$ cat src/hdl/dofifo_pkg.sv
// shared types and constants for the drop-oldest fifo
package dofifo_pkg;

    typedef enum logic [1:0] {
        CMD_PUSH  = 2'd0,
        CMD_POP   = 2'd1,
        CMD_FLUSH = 2'd2,
        CMD_CLEAR = 2'd3
    } t_cmd;

    typedef struct packed {
        logic shift;
        logic load;
    } t_cell_ctrl;

    localparam logic [6:0] CAPACITY_RESET = 7'd32;
    localparam int         CMD_WIDTH      = 2;
    localparam int         PORT_WORD      = 32;
    localparam int         FILL_WIDTH     = 7;

endpackage

$ cat src/hdl/dofifo_cell.sv
// one storage cell of the shifting word chain
module dofifo_cell #(
    parameter int WORD_WIDTH = 32
) (
    input  logic                    i_clk,
    input  dofifo_pkg::t_cell_ctrl  i_ctrl,
    input  logic [WORD_WIDTH-1:0]   i_neighbour,
    input  logic [WORD_WIDTH-1:0]   i_new_word,
    output logic [WORD_WIDTH-1:0]   o_word
);

    logic [WORD_WIDTH-1:0] r_word;
    logic [WORD_WIDTH-1:0] n_word;

    always_comb begin
        n_word = r_word;
        if (i_ctrl.load) begin
            n_word = i_new_word;
        end else if (i_ctrl.shift) begin
            n_word = i_neighbour;
        end
    end

    always_ff @(posedge i_clk) begin
        r_word <= n_word;
    end

    assign o_word = r_word;

endmodule

$ cat src/hdl/drop_oldest_fifo_with_flush.sv
// top level of the drop-oldest fifo with flush
// Words are held in a row of cells, oldest in the first cell; every removal of
// the oldest word shifts the whole row down by one cell in the same cycle.
// Push, pop and clear each finish with their own transfer. A push into a full
// store emits the oldest word and appends the new one in that same cycle. A
// flush is drained by the single output register, which takes the chain head
// one word at a time, and no input transfer is taken until the last word has
// been emitted. Input is also held off while the output register holds a word
// that is not taken in that cycle.
// Writing a non-zero capacity empties the store; zero is ignored and values
// above DEPTH saturate to DEPTH. No clearing pass is needed after reset.
module drop_oldest_fifo_with_flush #(
    parameter int DEPTH      = 64,
    parameter int WORD_WIDTH = 32
) (
    input  logic        i_clk,
    input  logic        i_rst_n,
    input  logic        i_s_tvalid,
    output logic        o_s_tready,
    input  logic [31:0] i_s_tdata,   // data_word
    input  logic [1:0]  i_s_tuser,   // command
    output logic        o_m_tvalid,
    input  logic        i_m_tready,
    output logic [39:0] o_m_tdata,   // data_word_res, fill_count, zero pad
    output logic        o_m_tlast,   // last_of_burst
    input  logic        i_cfg_valid,
    output logic        o_cfg_ready,
    input  logic [6:0]  i_cfg_data   // capacity
);

    localparam int CW   = $clog2(DEPTH + 1);
    localparam int KEEP = (WORD_WIDTH < dofifo_pkg::PORT_WORD) ? WORD_WIDTH
                                                                : dofifo_pkg::PORT_WORD;
    localparam logic [6:0]    DEPTH_7   = 7'(DEPTH);
    localparam logic [CW-1:0] CAP_RESET =
        (dofifo_pkg::CAPACITY_RESET > DEPTH_7) ? CW'(DEPTH)
                                               : CW'(dofifo_pkg::CAPACITY_RESET);

    logic [CW-1:0] r_count, n_count;
    logic [CW-1:0] r_cap, n_cap;
    logic          r_flush, n_flush;
    logic          r_out_valid, n_out_valid;
    logic [WORD_WIDTH-1:0] r_out_word, n_out_word;
    logic          r_out_last, n_out_last;
    logic [CW-1:0] r_out_fill, n_out_fill;

    logic [WORD_WIDTH-1:0] w_word [DEPTH];
    logic [WORD_WIDTH-1:0] w_new_word;
    logic          w_out_free;
    logic          w_in_fire;
    logic          w_cfg_fire;
    logic          w_shift;
    logic          w_load;
    logic [CW-1:0] w_load_idx;
    dofifo_pkg::t_cmd w_cmd;

    assign w_out_free = !r_out_valid || i_m_tready;
    assign o_s_tready = !r_flush && w_out_free;
    assign o_cfg_ready = 1'b1;
    assign w_in_fire  = i_s_tvalid && o_s_tready;
    assign w_cfg_fire = i_cfg_valid && o_cfg_ready;
    assign w_cmd      = dofifo_pkg::t_cmd'(i_s_tuser);
    assign w_new_word = WORD_WIDTH'(i_s_tdata[KEEP-1:0]);

    always_comb begin
        n_count     = r_count;
        n_cap       = r_cap;
        n_flush     = r_flush;
        n_out_valid = r_out_valid && !i_m_tready;
        n_out_word  = r_out_word;
        n_out_last  = r_out_last;
        n_out_fill  = r_out_fill;
        w_shift     = 1'b0;
        w_load      = 1'b0;

        if (r_flush) begin
            if (w_out_free) begin
                w_shift     = 1'b1;
                n_out_valid = 1'b1;
                n_out_word  = w_word[0];
                n_out_fill  = r_count - CW'(1);
                n_out_last  = (r_count == CW'(1));
                n_count     = r_count - CW'(1);
                if (r_count == CW'(1)) begin
                    n_flush = 1'b0;
                end
            end
        end else if (w_in_fire) begin
            case (w_cmd)
                dofifo_pkg::CMD_PUSH: begin
                    w_load = 1'b1;
                    if (r_count >= r_cap) begin
                        w_shift     = 1'b1;
                        n_out_valid = 1'b1;
                        n_out_word  = w_word[0];
                        n_out_fill  = r_count - CW'(1);
                        n_out_last  = 1'b1;
                    end else begin
                        n_count = r_count + CW'(1);
                    end
                end
                dofifo_pkg::CMD_POP: begin
                    if (r_count != '0) begin
                        w_shift     = 1'b1;
                        n_out_valid = 1'b1;
                        n_out_word  = w_word[0];
                        n_out_fill  = r_count - CW'(1);
                        n_out_last  = 1'b1;
                        n_count     = r_count - CW'(1);
                    end
                end
                dofifo_pkg::CMD_FLUSH: begin
                    n_flush = (r_count != '0);
                end
                dofifo_pkg::CMD_CLEAR: begin
                    n_count = '0;
                end
                default: begin
                    n_count = r_count;
                end
            endcase
        end

        if (w_cfg_fire && (i_cfg_data != 7'd0)) begin
            n_cap   = (i_cfg_data > DEPTH_7) ? CW'(DEPTH) : CW'(i_cfg_data);
            n_count = '0;
            n_flush = 1'b0;
        end
    end

    assign w_load_idx = w_shift ? (r_count - CW'(1)) : r_count;

    generate
        for (genvar i = 0; i < DEPTH; i++) begin : g_cell
            dofifo_pkg::t_cell_ctrl w_ctrl;
            logic [WORD_WIDTH-1:0]  w_next;

            assign w_ctrl = '{shift: w_shift, load: w_load && (w_load_idx == CW'(i))};

            if (i == DEPTH - 1) begin : g_tail
                assign w_next = '0;
            end else begin : g_body
                assign w_next = w_word[i+1];
            end

            dofifo_cell #(
                .WORD_WIDTH (WORD_WIDTH)
            ) u_cell (
                .i_clk       (i_clk),
                .i_ctrl      (w_ctrl),
                .i_neighbour (w_next),
                .i_new_word  (w_new_word),
                .o_word      (w_word[i])
            );
        end
    endgenerate

    always_ff @(posedge i_clk) begin
        if (!i_rst_n) begin
            r_count     <= '0;
            r_cap       <= CAP_RESET;
            r_flush     <= 1'b0;
            r_out_valid <= 1'b0;
        end else begin
            r_count     <= n_count;
            r_cap       <= n_cap;
            r_flush     <= n_flush;
            r_out_valid <= n_out_valid;
        end
    end

    always_ff @(posedge i_clk) begin
        r_out_word <= n_out_word;
        r_out_last <= n_out_last;
        r_out_fill <= n_out_fill;
    end

    assign o_m_tvalid = r_out_valid;
    assign o_m_tlast  = r_out_last;
    assign o_m_tdata  = {1'b0,
                         dofifo_pkg::FILL_WIDTH'(r_out_fill),
                         dofifo_pkg::PORT_WORD'(r_out_word[KEEP-1:0])};

endmodule
$ cat config.mk
export PLATFORM = sky130hd
export DESIGN_NAME = drop_oldest_fifo_with_flush
export DESIGN_NICKNAME = d
export VERILOG_FILES = /design/src/hdl/dofifo_pkg.sv /design/src/hdl/dofifo_cell.sv /design/src/hdl/drop_oldest_fifo_with_flush.sv
export SDC_FILE = /design/constraint.sdc
export NUM_CORES = 2
export LEC_CHECK = 0
export BUFFER_PORTS_ARGS = -buffer_cell sky130_fd_sc_hd__clkbuf_2
export CAP_MARGIN = 5
export CORE_MARGIN = 4
export CORE_UTILIZATION = 55
export CTS_BUF_LIST = sky130_fd_sc_hd__clkbuf_4 sky130_fd_sc_hd__clkbuf_8
export CTS_CLUSTER_DIAMETER = 40
export DETAILED_ROUTE_END_ITERATION = 10
export GPL_ROUTABILITY_DRIVEN = 0
export PLACE_DENSITY_LB_ADDON = 0.05
export SLEW_MARGIN = 15
export SYNTH_ARGS = -nofsm -noshare
export SYNTH_HDL_FRONTEND = slang
export SYNTH_SLANG_ARGS = --single-unit
$ cat constraint.sdc
create_clock -name i_clk -period 14 [get_ports i_clk]
set_input_delay 1.4 -clock i_clk [delete_from_list [all_inputs] [get_ports i_clk]]
set_output_delay 1.4 -clock i_clk [all_outputs]
set_load 0.02 [all_outputs]
Yosys cells after proc, flatten, opt, wreduce, memory -nomap -nowiden:

Cells that the tools add are included.

* register bits: 2104
* memories: 0
* bits in read-only memories: 0
* input port bits: 46
* latch bits: 0
* memory bits (writable): 0
* output and inout port bits: 44

* divide/modulo/power cells: 0
* $add $sub $neg: 2
* multiplexer cells: 172
* equal/unequal tests: 71
* multiply operators: 0
* bitwise operators: 1
* shift-type cells: 0
* magnitude comparators: 2
* reductions and logical operators: 146

Operators with widths (count)
* two-way mux 32 bit: 133
* == test 7 x 6 -> 1 bit (second input constant): 32
* nonzero test 2 bit: 65
* == test 7 x 5 -> 1 bit (second input constant): 16
* two-way mux 7 bit: 10
* logical AND 1 bit: 68
* one-hot mux 32 bit (2 select lines): 1
* == test 7 x 4 -> 1 bit (second input constant): 8
* == test 7 x 3 -> 1 bit (second input constant): 4
* two-way mux 1 bit: 23
* one-hot mux 7 bit (3 select lines): 1
* == test 7 x 1 -> 1 bit (second input constant): 2
* == test 7 x 2 -> 1 bit (second input constant): 2
* one-hot mux 7 bit (2 select lines): 1
* nonzero test 7 bit: 2
* AND reduction 5 bit: 2
* != test 3 bit (second input constant): 3
* adder 7 x 1 -> 7 bit (second input constant): 1
* >= comparator 7 bit: 1
* > comparator 7 bit (second input constant): 1
* logical NOT 7 bit: 1
* subtractor 7 x 1 -> 7 bit (second input constant): 1
* one-hot mux 1 bit (2 select lines): 3
* == test 2 bit (second input constant): 2
* other kinds (9): 11

Logic depth before layout (Yosys ltp):

* depth in word-level cells: 10
* depth in mapped cells: 14

By module:

A second synthesis with hierarchy kept.

* cell total of the unflattened synthesis: 4758
* area total of the unflattened synthesis: 99848.3 um^2

Modules (own cells, without submodules)
* dofifo_cell: instances 64, cells each 69, area each 1507.7 um^2
* drop_oldest_fifo_with_flush: instances 1, cells each 342, area each 3355.7 um^2

Worst setup path before layout:

Ideal clock, no wire load.

* path type: input to register
* from: input port i_s_tuser[0]
* to: register g_cell[12].u_cell.r_word[0] (enable)
* buffers on the path: 2
* setup time: 466 ps
* data required time: 13534 ps
* setup slack: 7848 ps
* data arrival time: 5686 ps
* stages on the path: 11
* path through: inv_1 ha_1 and3_1 a22o_1 a41oi_1 clkbuf_1 a31o_2 a2bb2oi_1 clkbuf_1 nand2_1 o21ai_0

* word-level cells in the longest chain between the ends: 8
* elaborated cells on any way between the ends: 12
* those cells by class: eq/ne (2); mux (7); reduce/logical (3)

Ends and longest elaborated chain
* from (decl): RTL line drop_oldest_fifo_with_flush.sv:21 `input logic [1:0] i_s_tuser,`
* == test 2 x 1 -> 1 bit or logical NOT 2 bit (tied branches): RTL line drop_oldest_fifo_with_flush.sv:89 `case (w_cmd)`
* one-hot mux 1 bit (2 select lines): RTL line drop_oldest_fifo_with_flush.sv:89
* two-way mux 1 bit: RTL line drop_oldest_fifo_with_flush.sv:88 `end else if (w_in_fire) begin`
* two-way mux 1 bit: RTL line drop_oldest_fifo_with_flush.sv:76 `if (r_flush) begin`
* two-way mux 7 bit: RTL line drop_oldest_fifo_with_flush.sv:131 `assign w_load_idx = w_shift ? (r_count - CW'(1)) : r_count;`
* == test 7 x 4 -> 1 bit: RTL line drop_oldest_fifo_with_flush.sv:138 `assign w_ctrl = '{shift: w_shift, load: w_load && (w_load_idx == CW'(i))};`
* logical AND 1 bit: RTL line drop_oldest_fifo_with_flush.sv:138
* nonzero test 2 bit (no line) *
* to (signal assigned): RTL line dofifo_cell.sv:25 `r_word <= n_word;`
* to (decl): RTL line dofifo_cell.sv:12 `logic [WORD_WIDTH-1:0] r_word;`

Mark *: on every way between the ends. The rest lies on a longest branch, timed or not.
A chain may end at the register's enable or synchronous reset.

Worst setup path in the final report:

* from: register r_count[0]
* to: register g_cell[33].u_cell.r_word[27] (enable)

* word-level cells in the longest chain between the ends: 9
* elaborated cells on any way between the ends: 12
* those cells by class: add/sub (1); order compare (1); eq/ne (1); mux (6); reduce/logical (3)

Ends and longest elaborated chain
* from (decl): RTL line drop_oldest_fifo_with_flush.sv:39 `logic [CW-1:0] r_count, n_count;`
* from (signal assigned): RTL line drop_oldest_fifo_with_flush.sv:165 `r_count <= n_count;`
* >= comparator 7 bit or nonzero test 7 bit (tied branches): RTL line drop_oldest_fifo_with_flush.sv:92, drop_oldest_fifo_with_flush.sv:103
* two-way mux 1 bit, on equally long branches: RTL line drop_oldest_fifo_with_flush.sv:92, drop_oldest_fifo_with_flush.sv:103
* one-hot mux 1 bit (2 select lines): RTL line drop_oldest_fifo_with_flush.sv:89
* two-way mux 1 bit: RTL line drop_oldest_fifo_with_flush.sv:88
* two-way mux 1 bit: RTL line drop_oldest_fifo_with_flush.sv:76
* two-way mux 7 bit: RTL line drop_oldest_fifo_with_flush.sv:131
* == test 7 x 6 -> 1 bit: RTL line drop_oldest_fifo_with_flush.sv:138
* logical AND 1 bit: RTL line drop_oldest_fifo_with_flush.sv:138
* nonzero test 2 bit (no line) *
* to (signal assigned): RTL line dofifo_cell.sv:25
* to (decl): RTL line dofifo_cell.sv:12

Marked as above.

==> run_results.csv <==
group,metric,value,unit
run_status,outcome,"complete, no violations",
sta,setup_slack,7940,ps
detailed_routing,drt-initial-drc-count,3506,
clock_tree,cts_tree,"done",
clock_tree,ctsResizeCount,0,
layout,syn_to_final_growth,10.80,%
worst_hold_path,hold_depth,0,
synthesis,ys_top_cells_by_area,"edfxtp_1 70%, mux2_2 24%, mux2_1 0.94%",
die,start_util,55.40,%
sta,fin_setup_tns,0,ps
sta,slew_violations,0,
global_route,grt_pass1_wl,319300,um
sta,fmax,165.0,MHz
synthesis,seq_area_frac_synth,69.89,%
layout,drive_above_1_share,52.77,%
setup_path,critPathLaunchType,"register",
synthesis,synth_cells,4967,
detailed_routing,drt-total-wl,217600,um
layout,nNetsFinal,5168,
global_route,grt_overflow,0,
detailed_routing,viasPerCell,5.946,
setup_path,cp.arrival,6710,ps
clock_tree,clk_pin_slew_worst_paths,70,ps
synthesis,synth-simple-area-share,1.306,%
clock_tree,cts_buffers,370,
place,pre_cts_ws,7432,ps
clock_tree,htree_levels,5,
clock_tree,root_buffer,"clkbuf_8",
place,port-buffer-count,87,
detailed_routing,drc,0,
power_and_ir_drop,ir_worst_vdd,108.6,uV
synthesis,synthFlopType,"edfxtp_1",
sta,worstMarginPinSlew,1190,ps
clock_tree,cts_setup_buffers,0,
setup_path,rr_worst_depth,10,
detailed_routing,vias,44860,
die,die_width,412.9,um
synthesis,synth_top_family_by_area,"multiplexers",
sta,relSlewSlack,20.68,%
sta,setup_viol,0,
synthesis,synthAdderAreaFrac,0.1943,%
synthesis,synthesis.nets,5027,
global_route,grt_pass1_vias,46280,
worst_hold_path,hp-class,"reg -> reg",
global_route,grt_usage,25.56,%
synthesis,avgSynthCellArea,18.15,um^2
setup_path,required,14650,ps
die,fp.coreArea,0.1628,mm^2
detailed_routing,drt_first_pass_iters,7,
sta,clock-skew-final,46.84,ps
setup_path,ff2ff_setup_slack,7940,ps
setup_path,cp_max_fo,33,
die,die-area,0.1705,mm^2
setup_path,worstSetupPathType,"reg -> reg",
synthesis,yosysMostFrequentCell,"edfxtp_1",
global_route,grt_start_max_net_pins,65,
global_route,antenna_found_initial,11,
die,boundaryPins,90,
setup_path,endpoint_kind,"register",
synthesis,ys_ff_latch,2104,
sta,finalCritPeriodShare,43.28,%
synthesis,yosysWarnings,0,
synthesis,synth-async-reset-ratio,0,%
sta,hold_violations,0,
detailed_routing,wl_per_cell,28.84,um
synthesis,synth-edff-count,2088,
power_and_ir_drop,p_leak,32.87,nW
synthesis,synth-compound-area-share,0.8187,%
synthesis,syn_area,0.09017,mm^2
die,die_y,412.9,um
sta,rsz0062_at_grt,"false",
clock_tree,ctsHoldBuffers,0,
synthesis,synthMuxAreaShare,25.27,%
clock_tree,insertion_delay,1040,ps
sta,post-route-min-period,6060,ps
synthesis,yosysTopAreaCell,"edfxtp_1",
clock_tree,cts_buffer_depth,4,
detailed_routing,ant_nets,0,
synthesis,synthXorXnorAreaFrac,0.04857,%
synthesis,synth_common_cells,"2088 x edfxtp_1, 1943 x mux2_2, 223 x clkbuf_1",
power_and_ir_drop,power_density,134.8,mW/mm^2
place,dp_hpwl,120000,um
synthesis,synth_cell_types,60,
synthesis,yosysTopAreaCellShare,69.53,%
clock_tree,cts_sinks,2104,
die,rows,148,
flow_run,maxCapViolCount,0,
[final cells by class]
| class | instances | area [um^2] |
|---|---|---|
| inverter | 15 | 56.30 |
| clock buffer | 490 | 6056 |
| timing repair buffer | 225 | 1712 |
| tap | 2175 | 2721 |
| clock inverter | 135 | 963.4 |
| sequential | 2104 | 63020 |
| antenna | 9 | 22.52 |
| multi-input combinational | 2392 | 25360 |
| fill | 11810 | 62860 |
[logic make-up after synthesis]
| logic type | after synthesis |
|---|---|
| DFF | 2104 |
| muxes | 2023 |
| buffers and inverters | 471 |
| and+or+nand+nor | 227 |
| AOI/OAI and AO/OA | 121 |
| adders and majority gates | 14 |
| xor gates and xnor gates | 5 |
| other | 2 |
[report_power, final]
part / switching (W) / internal (W) / leakage (nW)
registers: 0.0000782 / 0.00723 / 19.0
clock network: 0.00243 / 0.00305 / 3.70
logic: 0.000473 / 0.000212 / 10.1
total: 0.00298 / 0.0105 / 32.9
[metal layers]
metal,GRT usage (%),share of wire (%),vias up,wire (um)
li1,-,-,19570,-
met1,34.14,42,23540,92270
met2,42.94,50,1326,108300
met3,3.941,4.6,416,9968
met4,8.986,3.2,6,7072
met5,0,0.020,-,44
[metrics by stage]
| stage | hold WS, ps | area [um^2] | utilization, % | power, W | std cells |
|---|---|---|---|---|---|
| after CTS | 420.8 | 99720 | 61.26 | 0.01361 | 7530 |
| after floorplan | 400.3 | 90170 | - | 0.007818 | 4967 |
| after global placement | 402.8 | 92640 | 56.91 | 0.008105 | 6903 |
| after detailed placement | 405.4 | 92700 | 56.95 | 0.008117 | 6905 |
| after global routing | 424.4 | 99900 | 61.37 | 0.01396 | 7541 |
| final | 419.2 | 99910 | 61.38 | 0.01347 | 7545 |
[critical path, stage by stage, from the launching register on]
cell	delay (ps)
dfxtp_1	700
inv_1	400
ha_1	390
nor2b_1	120
o21ai_0	150
a41oi_1	940
a21o_4	590
mux2i_2	440
buf_4	290
nand3_2	670
nand2_2	890
[cells in the final DEF (no fill, tap or decap), types with 5 or more instances in the layout]
cell / synthesis / layout
inv_1: 15 / 15
and3_1: 8 / 6
a21oi_1: 8 / 7
edfxtp_1: 2088 / 2088
diode_2: 0 / 9
and2_1: 45 / 45
nand3_1: 17 / 14
nand3b_1: 5 / 5
clkinv_2: 0 / 30
o21ai_4: 0 / 16
mux2_1: 75 / 75
buf_16: 0 / 8
clkbuf_4: 0 / 110
mux2_2: 1943 / 1943
nor2_2: 14 / 18
nand3_2: 6 / 9
buf_4: 73 / 162
a22oi_1: 6 / 6
nor2b_1: 5 / 5
nand2_1: 84 / 75
clkbuf_8: 0 / 380
a21boi_0: 6 / 6
nor2_4: 0 / 5
o21ai_0: 72 / 16
clkinvlp_4: 0 / 7
dfxtp_1: 16 / 16
nand2_2: 0 / 9
ha_1: 14 / 14
bufinv_16: 0 / 14
o21ai_2: 1 / 41
clkbuf_2: 0 / 55
nor2_1: 24 / 15
clkinv_1: 0 / 79
[state kept, by name (all words and copies together) (netlist names)]
name,count
g_cell.u_cell.o_word,2048
o_m_tlast,1
o_m_tvalid,1
r_cap,7
r_count,7
r_flush,1
r_out_fill,7
r_out_word,32
[path summary, 6_finish.rpt]
| path | from | to |
|---|---|---|
| max | r_count[0]$_SDFFE_PP0P_ | g_cell[33].u_cell.o_word[27]$_DFFE_PP_ |
| min reg2reg | g_cell[0].u_cell.o_word[17]$_DFFE_PP_ | r_out_word[17]$_DFFE_PP_ |
| max reg2reg | r_count[0]$_SDFFE_PP0P_ | g_cell[33].u_cell.o_word[27]$_DFFE_PP_ |
| min | g_cell[0].u_cell.o_word[17]$_DFFE_PP_ | r_out_word[17]$_DFFE_PP_ |
No activity file was read; power rests on OpenSTA's default activity.
